`src/rtl/wavp_pkg.sv`:
```
// wavp_pkg: types and constants shared by the wav chunk parser modules
// no dependencies
`timescale 1ns / 1ps

package wavp_pkg;

    // fnv-1a 64 constants
    localparam logic [63:0] FNV_OFFSET = 64'hCBF2_9CE4_8422_2325;
    localparam logic [63:0] FNV_MULT   = 64'h0000_0100_0000_01B3;

    // four character codes, first byte most significant
    localparam logic [31:0] TAG_RIFF = 32'h5249_4646;
    localparam logic [31:0] TAG_WAVE = 32'h5741_5645;
    localparam logic [31:0] TAG_FMT  = 32'h666D_7420;
    localparam logic [31:0] TAG_DATA = 32'h6461_7461;

    // result status codes
    localparam logic [2:0] STATUS_OK        = 3'd0;
    localparam logic [2:0] STATUS_BAD_HDR   = 3'd1;
    localparam logic [2:0] STATUS_SHORT_FMT = 3'd2;
    localparam logic [2:0] STATUS_MISSING   = 3'd3;
    localparam logic [2:0] STATUS_TRUNC     = 3'd4;

    typedef struct packed {
        logic [7:0] data_byte;
        logic       end_of_file;
    } t_item;

    typedef struct packed {
        logic [2:0]  status;
        logic [63:0] payload_hash;
        logic [31:0] sample_rate;
        logic [15:0] bits_per_sample;
        logic [15:0] channel_count;
        logic [31:0] payload_length;
    } t_result;

endpackage

```
`src/rtl/wavp_ifs.sv`:
```
// wavp_in_if / wavp_out_if: valid-ready stream interfaces of the wav parser
// no dependencies
`timescale 1ns / 1ps

interface wavp_in_if;
    logic       valid;
    logic       ready;
    logic [7:0] data_byte;
    logic       end_of_file;

    modport source (output valid, output data_byte, output end_of_file, input ready);
    modport sink   (input valid, input data_byte, input end_of_file, output ready);
endinterface

interface wavp_out_if;
    logic        valid;
    logic        ready;
    logic [2:0]  status;
    logic [63:0] payload_hash;
    logic [31:0] sample_rate;
    logic [15:0] bits_per_sample;
    logic [15:0] channel_count;
    logic [31:0] payload_length;

    modport source (output valid, output status, output payload_hash, output sample_rate,
                    output bits_per_sample, output channel_count, output payload_length,
                    input ready);
    modport sink   (input valid, input status, input payload_hash, input sample_rate,
                    input bits_per_sample, input channel_count, input payload_length,
                    output ready);
endinterface

```
`src/rtl/wavp_fnv_step.sv`:
```
// wavp_fnv_step: one fnv-1a 64 round, xor then multiply by the fnv prime
// no dependencies
`timescale 1ns / 1ps

module wavp_fnv_step (
    input  logic [63:0] i_hash,
    input  logic [7:0]  i_byte,
    output logic [63:0] o_hash
);

    logic [63:0] w_x;

    // prime 0x100000001b3 = 2^40 + 2^8 + 2^7 + 2^5 + 2^4 + 2^1 + 1
    assign w_x    = i_hash ^ {56'd0, i_byte};
    assign o_hash = w_x + (w_x << 40) + (w_x << 8) + (w_x << 7) + (w_x << 5)
                  + (w_x << 4) + (w_x << 1);

endmodule

```
`src/rtl/wavp_parser.sv`:
```
// wavp_parser: riff/wave chunk walker state and next-state logic
// depends on wavp_pkg and wavp_fnv_step
`timescale 1ns / 1ps

module wavp_parser (
    input  logic             i_clk,
    input  logic             i_rst_n,
    input  logic             i_take,
    input  wavp_pkg::t_item  i_item,
    output wavp_pkg::t_result o_result
);

    typedef enum logic [7:0] {
        PH_HEADER  = 8'b0000_0001,
        PH_CHDR    = 8'b0000_0010,
        PH_FMT     = 8'b0000_0100,
        PH_SKIP    = 8'b0000_1000,
        PH_DATA    = 8'b0001_0000,
        PH_PAD     = 8'b0010_0000,
        PH_REJ_HDR = 8'b0100_0000,
        PH_REJ_FMT = 8'b1000_0000
    } t_phase;

    t_phase      r_phase, n_phase;
    logic [31:0] r_count, n_count;
    logic [31:0] r_tag, n_tag;
    logic [31:0] r_size, n_size;
    logic [63:0] r_hash, n_hash;
    logic [15:0] r_channels, n_channels;
    logic [31:0] r_rate, n_rate;
    logic [15:0] r_bits, n_bits;
    logic [31:0] r_data_size, n_data_size;
    logic        r_fmt_seen, n_fmt_seen;
    logic        r_data_seen, n_data_seen;
    logic        r_data_done, n_data_done;

    logic [63:0] w_hash_step;
    logic [31:0] w_tag_shift;
    logic [31:0] w_rest;
    logic [7:0]  w_b;
    logic [2:0]  w_status;

    assign w_b         = i_item.data_byte;
    assign w_tag_shift = {r_tag[23:0], w_b};
    assign w_rest      = r_size - 32'd16;

    wavp_fnv_step u_fnv (
        .i_hash (r_hash),
        .i_byte (w_b),
        .o_hash (w_hash_step)
    );

    always_comb begin
        n_phase     = r_phase;
        n_count     = r_count;
        n_tag       = r_tag;
        n_size      = r_size;
        n_hash      = r_hash;
        n_channels  = r_channels;
        n_rate      = r_rate;
        n_bits      = r_bits;
        n_data_size = r_data_size;
        n_fmt_seen  = r_fmt_seen;
        n_data_seen = r_data_seen;
        n_data_done = r_data_done;

        unique case (r_phase) inside
            PH_HEADER: begin
                n_tag = w_tag_shift;
                if (r_count == 32'd3 && w_tag_shift != wavp_pkg::TAG_RIFF) begin
                    n_phase = PH_REJ_HDR;
                end else if (r_count == 32'd11) begin
                    n_phase = (w_tag_shift == wavp_pkg::TAG_WAVE) ? PH_CHDR : PH_REJ_HDR;
                    n_count = '0;
                end else begin
                    n_count = r_count + 32'd1;
                end
            end
            PH_CHDR: begin
                if (r_count < 32'd4) begin
                    n_tag = w_tag_shift;
                    if (r_count == 32'd0) begin
                        n_size = '0;
                    end
                end else begin
                    n_size = r_size | ({24'd0, w_b} << {r_count[1:0], 3'b000});
                end
                if (r_count < 32'd7) begin
                    n_count = r_count + 32'd1;
                end else if (n_tag == wavp_pkg::TAG_FMT) begin
                    if (n_size < 32'd16) begin
                        n_phase = PH_REJ_FMT;
                    end else begin
                        n_phase = PH_FMT;
                        n_count = '0;
                    end
                end else if (n_tag == wavp_pkg::TAG_DATA) begin
                    n_data_size = n_size;
                    n_hash      = wavp_pkg::FNV_OFFSET;
                    n_data_seen = 1'b1;
                    if (n_size == 32'd0) begin
                        n_data_done = 1'b1;
                        n_phase     = PH_CHDR;
                        n_count     = '0;
                    end else begin
                        n_data_done = 1'b0;
                        n_phase     = PH_DATA;
                        n_count     = n_size;
                    end
                end else if (n_size == 32'd0) begin
                    n_phase = PH_CHDR;
                    n_count = '0;
                end else begin
                    n_phase = PH_SKIP;
                    n_count = n_size;
                end
            end
            PH_FMT: begin
                // count stays below 16 in this phase
                case (r_count[3:0])
                    4'd2:    n_channels[7:0]  = w_b;
                    4'd3:    n_channels[15:8] = w_b;
                    4'd4:    n_rate[7:0]      = w_b;
                    4'd5:    n_rate[15:8]     = w_b;
                    4'd6:    n_rate[23:16]    = w_b;
                    4'd7:    n_rate[31:24]    = w_b;
                    4'd14:   n_bits[7:0]      = w_b;
                    4'd15:   n_bits[15:8]     = w_b;
                    default: ;
                endcase
                if (r_count[3:0] == 4'd15) begin
                    n_fmt_seen = 1'b1;
                    if (w_rest == 32'd0) begin
                        n_phase = r_size[0] ? PH_PAD : PH_CHDR;
                        n_count = '0;
                    end else begin
                        n_phase = PH_SKIP;
                        n_count = w_rest;
                    end
                end else begin
                    n_count = r_count + 32'd1;
                end
            end
            PH_SKIP: begin
                n_count = r_count - 32'd1;
                if (r_count == 32'd1) begin
                    n_phase = r_size[0] ? PH_PAD : PH_CHDR;
                    n_count = '0;
                end
            end
            PH_DATA: begin
                n_hash  = w_hash_step;
                n_count = r_count - 32'd1;
                if (r_count == 32'd1) begin
                    n_data_done = 1'b1;
                    n_phase     = r_size[0] ? PH_PAD : PH_CHDR;
                    n_count     = '0;
                end
            end
            PH_PAD: begin
                n_phase = PH_CHDR;
                n_count = '0;
            end
            PH_REJ_HDR, PH_REJ_FMT: ;
            default: ;
        endcase
    end

    // status as seen after this byte
    always_comb begin
        if (n_phase == PH_HEADER || n_phase == PH_REJ_HDR) begin
            w_status = wavp_pkg::STATUS_BAD_HDR;
        end else if (n_phase == PH_FMT || n_phase == PH_REJ_FMT) begin
            w_status = wavp_pkg::STATUS_SHORT_FMT;
        end else if (!(n_fmt_seen && n_data_seen)) begin
            w_status = wavp_pkg::STATUS_MISSING;
        end else if (!n_data_done) begin
            w_status = wavp_pkg::STATUS_TRUNC;
        end else begin
            w_status = wavp_pkg::STATUS_OK;
        end
    end

    always_comb begin
        o_result        = '0;
        o_result.status = w_status;
        if (w_status == wavp_pkg::STATUS_OK) begin
            o_result.payload_hash    = n_hash;
            o_result.sample_rate     = n_rate;
            o_result.bits_per_sample = n_bits;
            o_result.channel_count   = n_channels;
            o_result.payload_length  = n_data_size;
        end
    end

    // the final byte of a file returns everything to the reset state
    always_ff @(posedge i_clk) begin
        if (!i_rst_n || (i_take && i_item.end_of_file)) begin
            r_phase     <= PH_HEADER;
            r_count     <= '0;
            r_tag       <= '0;
            r_size      <= '0;
            r_hash      <= wavp_pkg::FNV_OFFSET;
            r_channels  <= '0;
            r_rate      <= '0;
            r_bits      <= '0;
            r_data_size <= '0;
            r_fmt_seen  <= 1'b0;
            r_data_seen <= 1'b0;
            r_data_done <= 1'b0;
        end else if (i_take) begin
            r_phase     <= n_phase;
            r_count     <= n_count;
            r_tag       <= n_tag;
            r_size      <= n_size;
            r_hash      <= n_hash;
            r_channels  <= n_channels;
            r_rate      <= n_rate;
            r_bits      <= n_bits;
            r_data_size <= n_data_size;
            r_fmt_seen  <= n_fmt_seen;
            r_data_seen <= n_data_seen;
            r_data_done <= n_data_done;
        end
    end

endmodule

```
`src/rtl/wav_chunk_parse_payload_hash.sv`:
```
// wav_chunk_parse_payload_hash: riff/wave parser with fnv-1a 64 payload hash
// depends on wavp_pkg, wavp_ifs (wavp_in_if, wavp_out_if) and wavp_parser
`timescale 1ns / 1ps

// channel   dir  fields                                         per transaction
// i_in      in   data_byte, end_of_file                         one file byte
// o_out     out  status, payload_hash, sample_rate,             one result per file
//                bits_per_sample, channel_count, payload_length
//
// one byte per cycle sustained while no final byte is held; a byte sits in the input register,
// then the parser updates its state and, on the final byte, loads the result register
// the final byte reaches its result through the input register and then the result register
// reset is synchronous and active low; it empties both registers and the parser
// a non-final byte never waits; the final byte holds in the input register while
// an earlier result is still not taken, and i_in.ready drops only then

module wav_chunk_parse_payload_hash (
    input  logic        i_clk,
    input  logic        i_rst_n,
    wavp_in_if.sink     i_in,
    wavp_out_if.source  o_out
);

    // input register
    logic              r_in_valid;
    wavp_pkg::t_item   r_item;

    // result register
    logic              r_out_valid;
    wavp_pkg::t_result r_out;

    wavp_pkg::t_result w_result;
    logic              w_out_free;
    logic              w_process;
    logic              w_fire_eof;
    logic              w_in_take;

    // result register can load when empty or being drained this cycle
    assign w_out_free = !r_out_valid || o_out.ready;
    // only the final byte needs room in the result register
    assign w_process  = r_in_valid && (!r_item.end_of_file || w_out_free);
    assign w_fire_eof = w_process && r_item.end_of_file;
    assign i_in.ready = !r_in_valid || w_process;
    assign w_in_take  = i_in.valid && i_in.ready;

    always_ff @(posedge i_clk) begin
        if (!i_rst_n) begin
            r_in_valid <= 1'b0;
        end else if (i_in.ready) begin
            r_in_valid <= i_in.valid;
        end
    end

    always_ff @(posedge i_clk) begin
        if (w_in_take) begin
            r_item.data_byte   <= i_in.data_byte;
            r_item.end_of_file <= i_in.end_of_file;
        end
    end

    wavp_parser u_parser (
        .i_clk    (i_clk),
        .i_rst_n  (i_rst_n),
        .i_take   (w_process),
        .i_item   (r_item),
        .o_result (w_result)
    );

    always_ff @(posedge i_clk) begin
        if (!i_rst_n) begin
            r_out_valid <= 1'b0;
        end else if (w_fire_eof) begin
            r_out_valid <= 1'b1;
        end else if (o_out.ready) begin
            r_out_valid <= 1'b0;
        end
    end

    always_ff @(posedge i_clk) begin
        if (w_fire_eof) begin
            r_out <= w_result;
        end
    end

    assign o_out.valid           = r_out_valid;
    assign o_out.status          = r_out.status;
    assign o_out.payload_hash    = r_out.payload_hash;
    assign o_out.sample_rate     = r_out.sample_rate;
    assign o_out.bits_per_sample = r_out.bits_per_sample;
    assign o_out.channel_count   = r_out.channel_count;
    assign o_out.payload_length  = r_out.payload_length;

    // a new result only follows a final byte processed in the cycle before
    a_result_from_eof: assert property (@(posedge i_clk) disable iff (!i_rst_n)
        $rose(r_out_valid) |-> $past(w_fire_eof))
        else $error("result appeared without a final byte");

    // rejected files carry zero fields
    a_zero_on_reject: assert property (@(posedge i_clk) disable iff (!i_rst_n)
        (r_out_valid && r_out.status != wavp_pkg::STATUS_OK) |->
        (r_out.payload_hash == 64'd0 && r_out.sample_rate == 32'd0 &&
         r_out.bits_per_sample == 16'd0 && r_out.channel_count == 16'd0 &&
         r_out.payload_length == 32'd0))
        else $error("nonzero field with failing status");

    // a byte waiting in the input register is never overwritten
    a_in_hold: assert property (@(posedge i_clk) disable iff (!i_rst_n)
        (r_in_valid && !w_process) |=> (r_in_valid && $stable(r_item)))
        else $error("input register lost a stalled byte");

endmodule

```
`src/flat_wrapper.sv`:
```
// flat-port wrapper written by rule: the top's interface ports become plain ports
module wav_chunk_parse_payload_hash_flat 
  (i_clk, i_rst_n, i_in_valid, i_in_data_byte, i_in_end_of_file, i_in_ready, o_out_valid, o_out_status, o_out_payload_hash, o_out_sample_rate, o_out_bits_per_sample, o_out_channel_count, o_out_payload_length, o_out_ready);
  wavp_in_if i_in_i ();
  wavp_out_if o_out_i ();
  input  logic i_clk;
  input  logic i_rst_n;
  input wire logic [$bits(i_in_i.valid)-1:0] i_in_valid;
  input wire logic [$bits(i_in_i.data_byte)-1:0] i_in_data_byte;
  input wire logic [$bits(i_in_i.end_of_file)-1:0] i_in_end_of_file;
  output wire logic [$bits(i_in_i.ready)-1:0] i_in_ready;
  output wire logic [$bits(o_out_i.valid)-1:0] o_out_valid;
  output wire logic [$bits(o_out_i.status)-1:0] o_out_status;
  output wire logic [$bits(o_out_i.payload_hash)-1:0] o_out_payload_hash;
  output wire logic [$bits(o_out_i.sample_rate)-1:0] o_out_sample_rate;
  output wire logic [$bits(o_out_i.bits_per_sample)-1:0] o_out_bits_per_sample;
  output wire logic [$bits(o_out_i.channel_count)-1:0] o_out_channel_count;
  output wire logic [$bits(o_out_i.payload_length)-1:0] o_out_payload_length;
  input wire logic [$bits(o_out_i.ready)-1:0] o_out_ready;
  assign i_in_i.valid = i_in_valid;
  assign i_in_i.data_byte = i_in_data_byte;
  assign i_in_i.end_of_file = i_in_end_of_file;
  assign i_in_ready = i_in_i.ready;
  assign o_out_valid = o_out_i.valid;
  assign o_out_status = o_out_i.status;
  assign o_out_payload_hash = o_out_i.payload_hash;
  assign o_out_sample_rate = o_out_i.sample_rate;
  assign o_out_bits_per_sample = o_out_i.bits_per_sample;
  assign o_out_channel_count = o_out_i.channel_count;
  assign o_out_payload_length = o_out_i.payload_length;
  assign o_out_i.ready = o_out_ready;
  wav_chunk_parse_payload_hash u_core (.i_clk(i_clk), .i_rst_n(i_rst_n), .i_in(i_in_i), .o_out(o_out_i));
endmodule
```
`config.mk`:
```
export PLATFORM = sky130hd
export DESIGN_NAME = wav_chunk_parse_payload_hash_flat
export DESIGN_NICKNAME = d
export VERILOG_FILES = /design/src/rtl/wavp_pkg.sv /design/src/rtl/wavp_ifs.sv /design/src/rtl/wavp_fnv_step.sv /design/src/rtl/wavp_parser.sv /design/src/rtl/wav_chunk_parse_payload_hash.sv /design/src/flat_wrapper.sv
export SDC_FILE = /design/constraint.sdc
export NUM_CORES = 2
export LEC_CHECK = 0
export BUFFER_PORTS_ARGS = -buffer_cell sky130_fd_sc_hd__buf_2
export CAP_MARGIN = 20
export CORE_MARGIN = 5
export CORE_UTILIZATION = 58
export DETAILED_ROUTE_END_ITERATION = 16
export PLACE_DENSITY_LB_ADDON = 0.15
export SETUP_SLACK_MARGIN = 0.2
export SYNTH_ARGS = -nofsm -noshare
export SYNTH_HDL_FRONTEND = slang
export SYNTH_SLANG_ARGS = --single-unit
```
`constraint.sdc`:
```
create_clock -name i_clk -period 17.3 [get_ports i_clk]
set_clock_uncertainty 0.2 [all_clocks]
set_input_delay 0.865 -clock i_clk [delete_from_list [all_inputs] [get_ports i_clk]]
set_output_delay 0.865 -clock i_clk [all_outputs]
set_load 0.05 [all_outputs]
```
==> impl_results.md <==
- Initial antenna violation count: 0
- Final net count: roughly 3700
- Clock group share of total power: between 30% and 40%
- Max-Slew Margin vs Limit: 21.8%
- DR pass1 iterations: 5
- Total Wirelength: 98500 microns
- Measured slew at the worst slew-check pin: 1170 ps
- H-tree levels: 2
- Share of layout cells above drive strength 1: between 10% and 20%
- WP data arrival: 7600 ps
- Die ar.: 57300 sq um
- Status: finished clean
- Commonest cells post-synth: 464 x nand2_1, 384 x nor2_1, 269 x dfxtp_1
- Syn avg cell area: about 9.2 sq um
- Number of routed nets with antenna violations: 0
- Maximum vdd drop: about 0.000084 V
- P_sw: roughly 1.3 mW
- Netlist cell types: 84
- Cts hold-fix bufs: 0
- Starting density of the core: 58.3%
- First-pass GRT wire length: approximately 150000 microns
- Crit Path Class: reg -> reg
- Max-Cap Viols: 0
- Vias in the first global route: between 20000 and 30000
- CTS clk-pin slew, worst paths: 60 ps
- Final-report max-slew violation count: 0
- Cell Area, Placed: about 32000 sq um
- Core Region: roughly 52000 sq um
- EDFF count, synth: roughly 170
- I/O pin cnt: around 180
- Synthesized flop and latch total: roughly 440
- CTS Buffer Depth: 3
- # setup viols final: 0
- PwrDens: between 100 and 150 nW/um^2
- PortBufs: ~180
- Routed WL per cell: between 20 and 25 microns
- Utilization after layout: approximately 64%
- Post-Syn Area: around 31000 sq um
- Gates resized, CTS repair: 0
- Synthesis-to-finish area growth: 9.86%
- TNS Setup: 0 ps
- Final hold violations: 0
- Sequential share of power: between 30% and 40%
- Worst path required time: about 18000 ps
- Die Width: about 240 microns
- Comb pwr share: between 30% and 40%
- Final instance area: between 30000 and 40000 sq um
- Worst-path fanout max: 26
- Number of DRC markers in iteration 0: 3177
- Crit. End Element: flip-flop
- Most frequent cell after synthesis: nand2_1
- FFs w/ async S/R, synth: 0%
- Leakage power: around 13 nW
- Top cell type's share of synthesized area: 17.7%
- Vias/cell: 6.49
- GPL Wtd Cong: 1.01
- Unrepaired setup endpoints after global routing: false
- Num CTS Buffers: 50
- Main flop type after synthesis: dfxtp_1
- Fin crit share: between 40% and 50%
- Worst hold path type: in -> reg
- Root buf cell: clkbuf_16
- Skew-Pair Late Insertion Delay: around 630 ps
- Final min period: about 7300 ps
- Synth warn: 0
- CTS sink cnt: around 440
- Via count: 26400
- Tot GR Track Use: about a third
- Gr ovfl total: 0
- DP HPWL: approximately 70000 microns
- Post-detailed-route DRC marker count: 0
- Area contributors post-synth: dfxtp_1 18%, edfxtp_1 17%, fa_1 16%
- Die H: between 200 and 250 microns
- Synth area leader: dfxtp_1
- Row count: 84
- Sw Ratio: 36.6%
- TritonCTS clock tree: done
- Mapped Nets: 3688
- Post-Synthesis Cells: 3312
- Fraction of the yosys area taken by sequential cells: about a third
- Internal power: 2.29 mW
- Largest net degree at the start of global routing: between 100 and 150
- Post-CTS Setup Inserts: 0
- Crit start category: flip-flop
- Achievable Freq: around 0.14 GHz
- Diode count: 0
[routing by layer]
metal | part of all wire, % | global-route usage (%) | up-vias
met5 | 0 | 0 | -
met4 | 2.5 | 8.25 | 0
met3 | 11 | 9.55 | 197
met2 | 43 | 48.8 | 1333
met1 | 43 | 50.8 | 13000
li1 | - | - | 11900
[cell type report]
cell class / count / area, sq um
multi-input combinational: 2569 / 18900
fill: 4338 / 18800
sequential: 441 / 10600
clock buffer: 73 / 1440
timing repair buffer: 216 / 1250
tap: 688 / 861
clock inverter: 21 / 337
inverter: 57 / 214
[logic make-up (layout without fill, tap and decap cells)]
logic type	count (synthesis)	in the layout	synth area share (%)
multiplexers	22	22	0.730
buffers and inverters	302	367	3.90
XOR/XNOR	122	122	3.50
adder cells (fa/ha/maj)	363	363	21.1
AND/OR/NAND/NOR	1213	1213	18.0
AO/OA/AOI/OAI	849	849	18.2
flip-flops	441	441	34.6
[critical path: stages, from the launching register on]
cell and delay, ps:
edfxtp_1 320, buf_4 350, xor2_1 900, fa_1 580, fa_1 480, fa_1 490
ha_1 310, ha_1 360, nand2_1 150, nor2_1 220, o211ai_1 200, a211oi_1 500
o211ai_1 310, a2111oi_0 930, o21ai_0 240, nand3_1 160, xor2_1 190, nand2_1 70
a21oi_1 190
[power groups by stage]
stage	logic [mW]	registers [mW]	clock network, mW
after floorplan	1.00	1.13	0
after global routing	1.49	1.12	1.19
after global placement	1.30	1.14	0
final	1.35	1.12	1.14
after detailed placement	1.32	1.14	0
after CTS	1.33	1.12	1.15
[final timing paths]
kind,endpoint,start,cells past startpoint,slack (ps)
max,u_core.o_out.payload_hash[58]$_SDFFCE_PP0P_,u_core.r_item[8]$_DFFE_PP_,18,9950
min,u_core.r_item[0]$_DFFE_PP_,i_in_end_of_file,1,240
max reg2reg,u_core.o_out.payload_hash[58]$_SDFFCE_PP0P_,u_core.r_item[8]$_DFFE_PP_,18,9950
min reg2reg,u_core.u_parser.r_tag[30]$_SDFFE_PP0P_,u_core.u_parser.r_tag[30]$_SDFFE_PP0P_,2,250
[per-stage QoR]
stage          instances  hold WS, ps  setup slack, ps  power [mW]
3_3_place_gp        3965          238            10310        2.45
2_1_floorplan       3312          226            10730        2.14
4_1_cts             4059          207            10040        3.60
5_1_grt             4065          220             9430        3.81
3_5_place_dp        3965          245            10100        2.46
6_report            4065          239             9950        3.61
[sequential cells by signal, indices dropped and copies added, names as in the netlist, 8 cells and up]
name,cells
u_core.r_item,9
u_core.u_parser.r_tag,32
u_core.o_out.bits_per_sample,16
u_core.o_out.sample_rate,32
u_core.o_out.channel_count,16
u_core.u_parser.r_data_size,32
u_core.u_parser.r_size,32
u_core.u_parser.r_count,32
u_core.o_out.payload_hash,64
u_core.o_out.payload_length,32
u_core.u_parser.r_channels,16
u_core.u_parser.r_rate,32
u_core.u_parser.r_bits,16
u_core.u_parser.r_hash,64
u_core.u_parser.r_phase,8
[cell usage in the layout, fill, tap and decap left out, types with 66 or more instances in the layout]
cell and n:
xnor2_1 66, o21ai_0 99, a21oi_1 264, nor2_1 377, nand2_1 462, fa_1 251
a211oi_1 143, buf_2 177, dfxtp_1 269, edfxtp_1 172, ha_1 112
No activity file was read; power rests on OpenSTA's default activity.
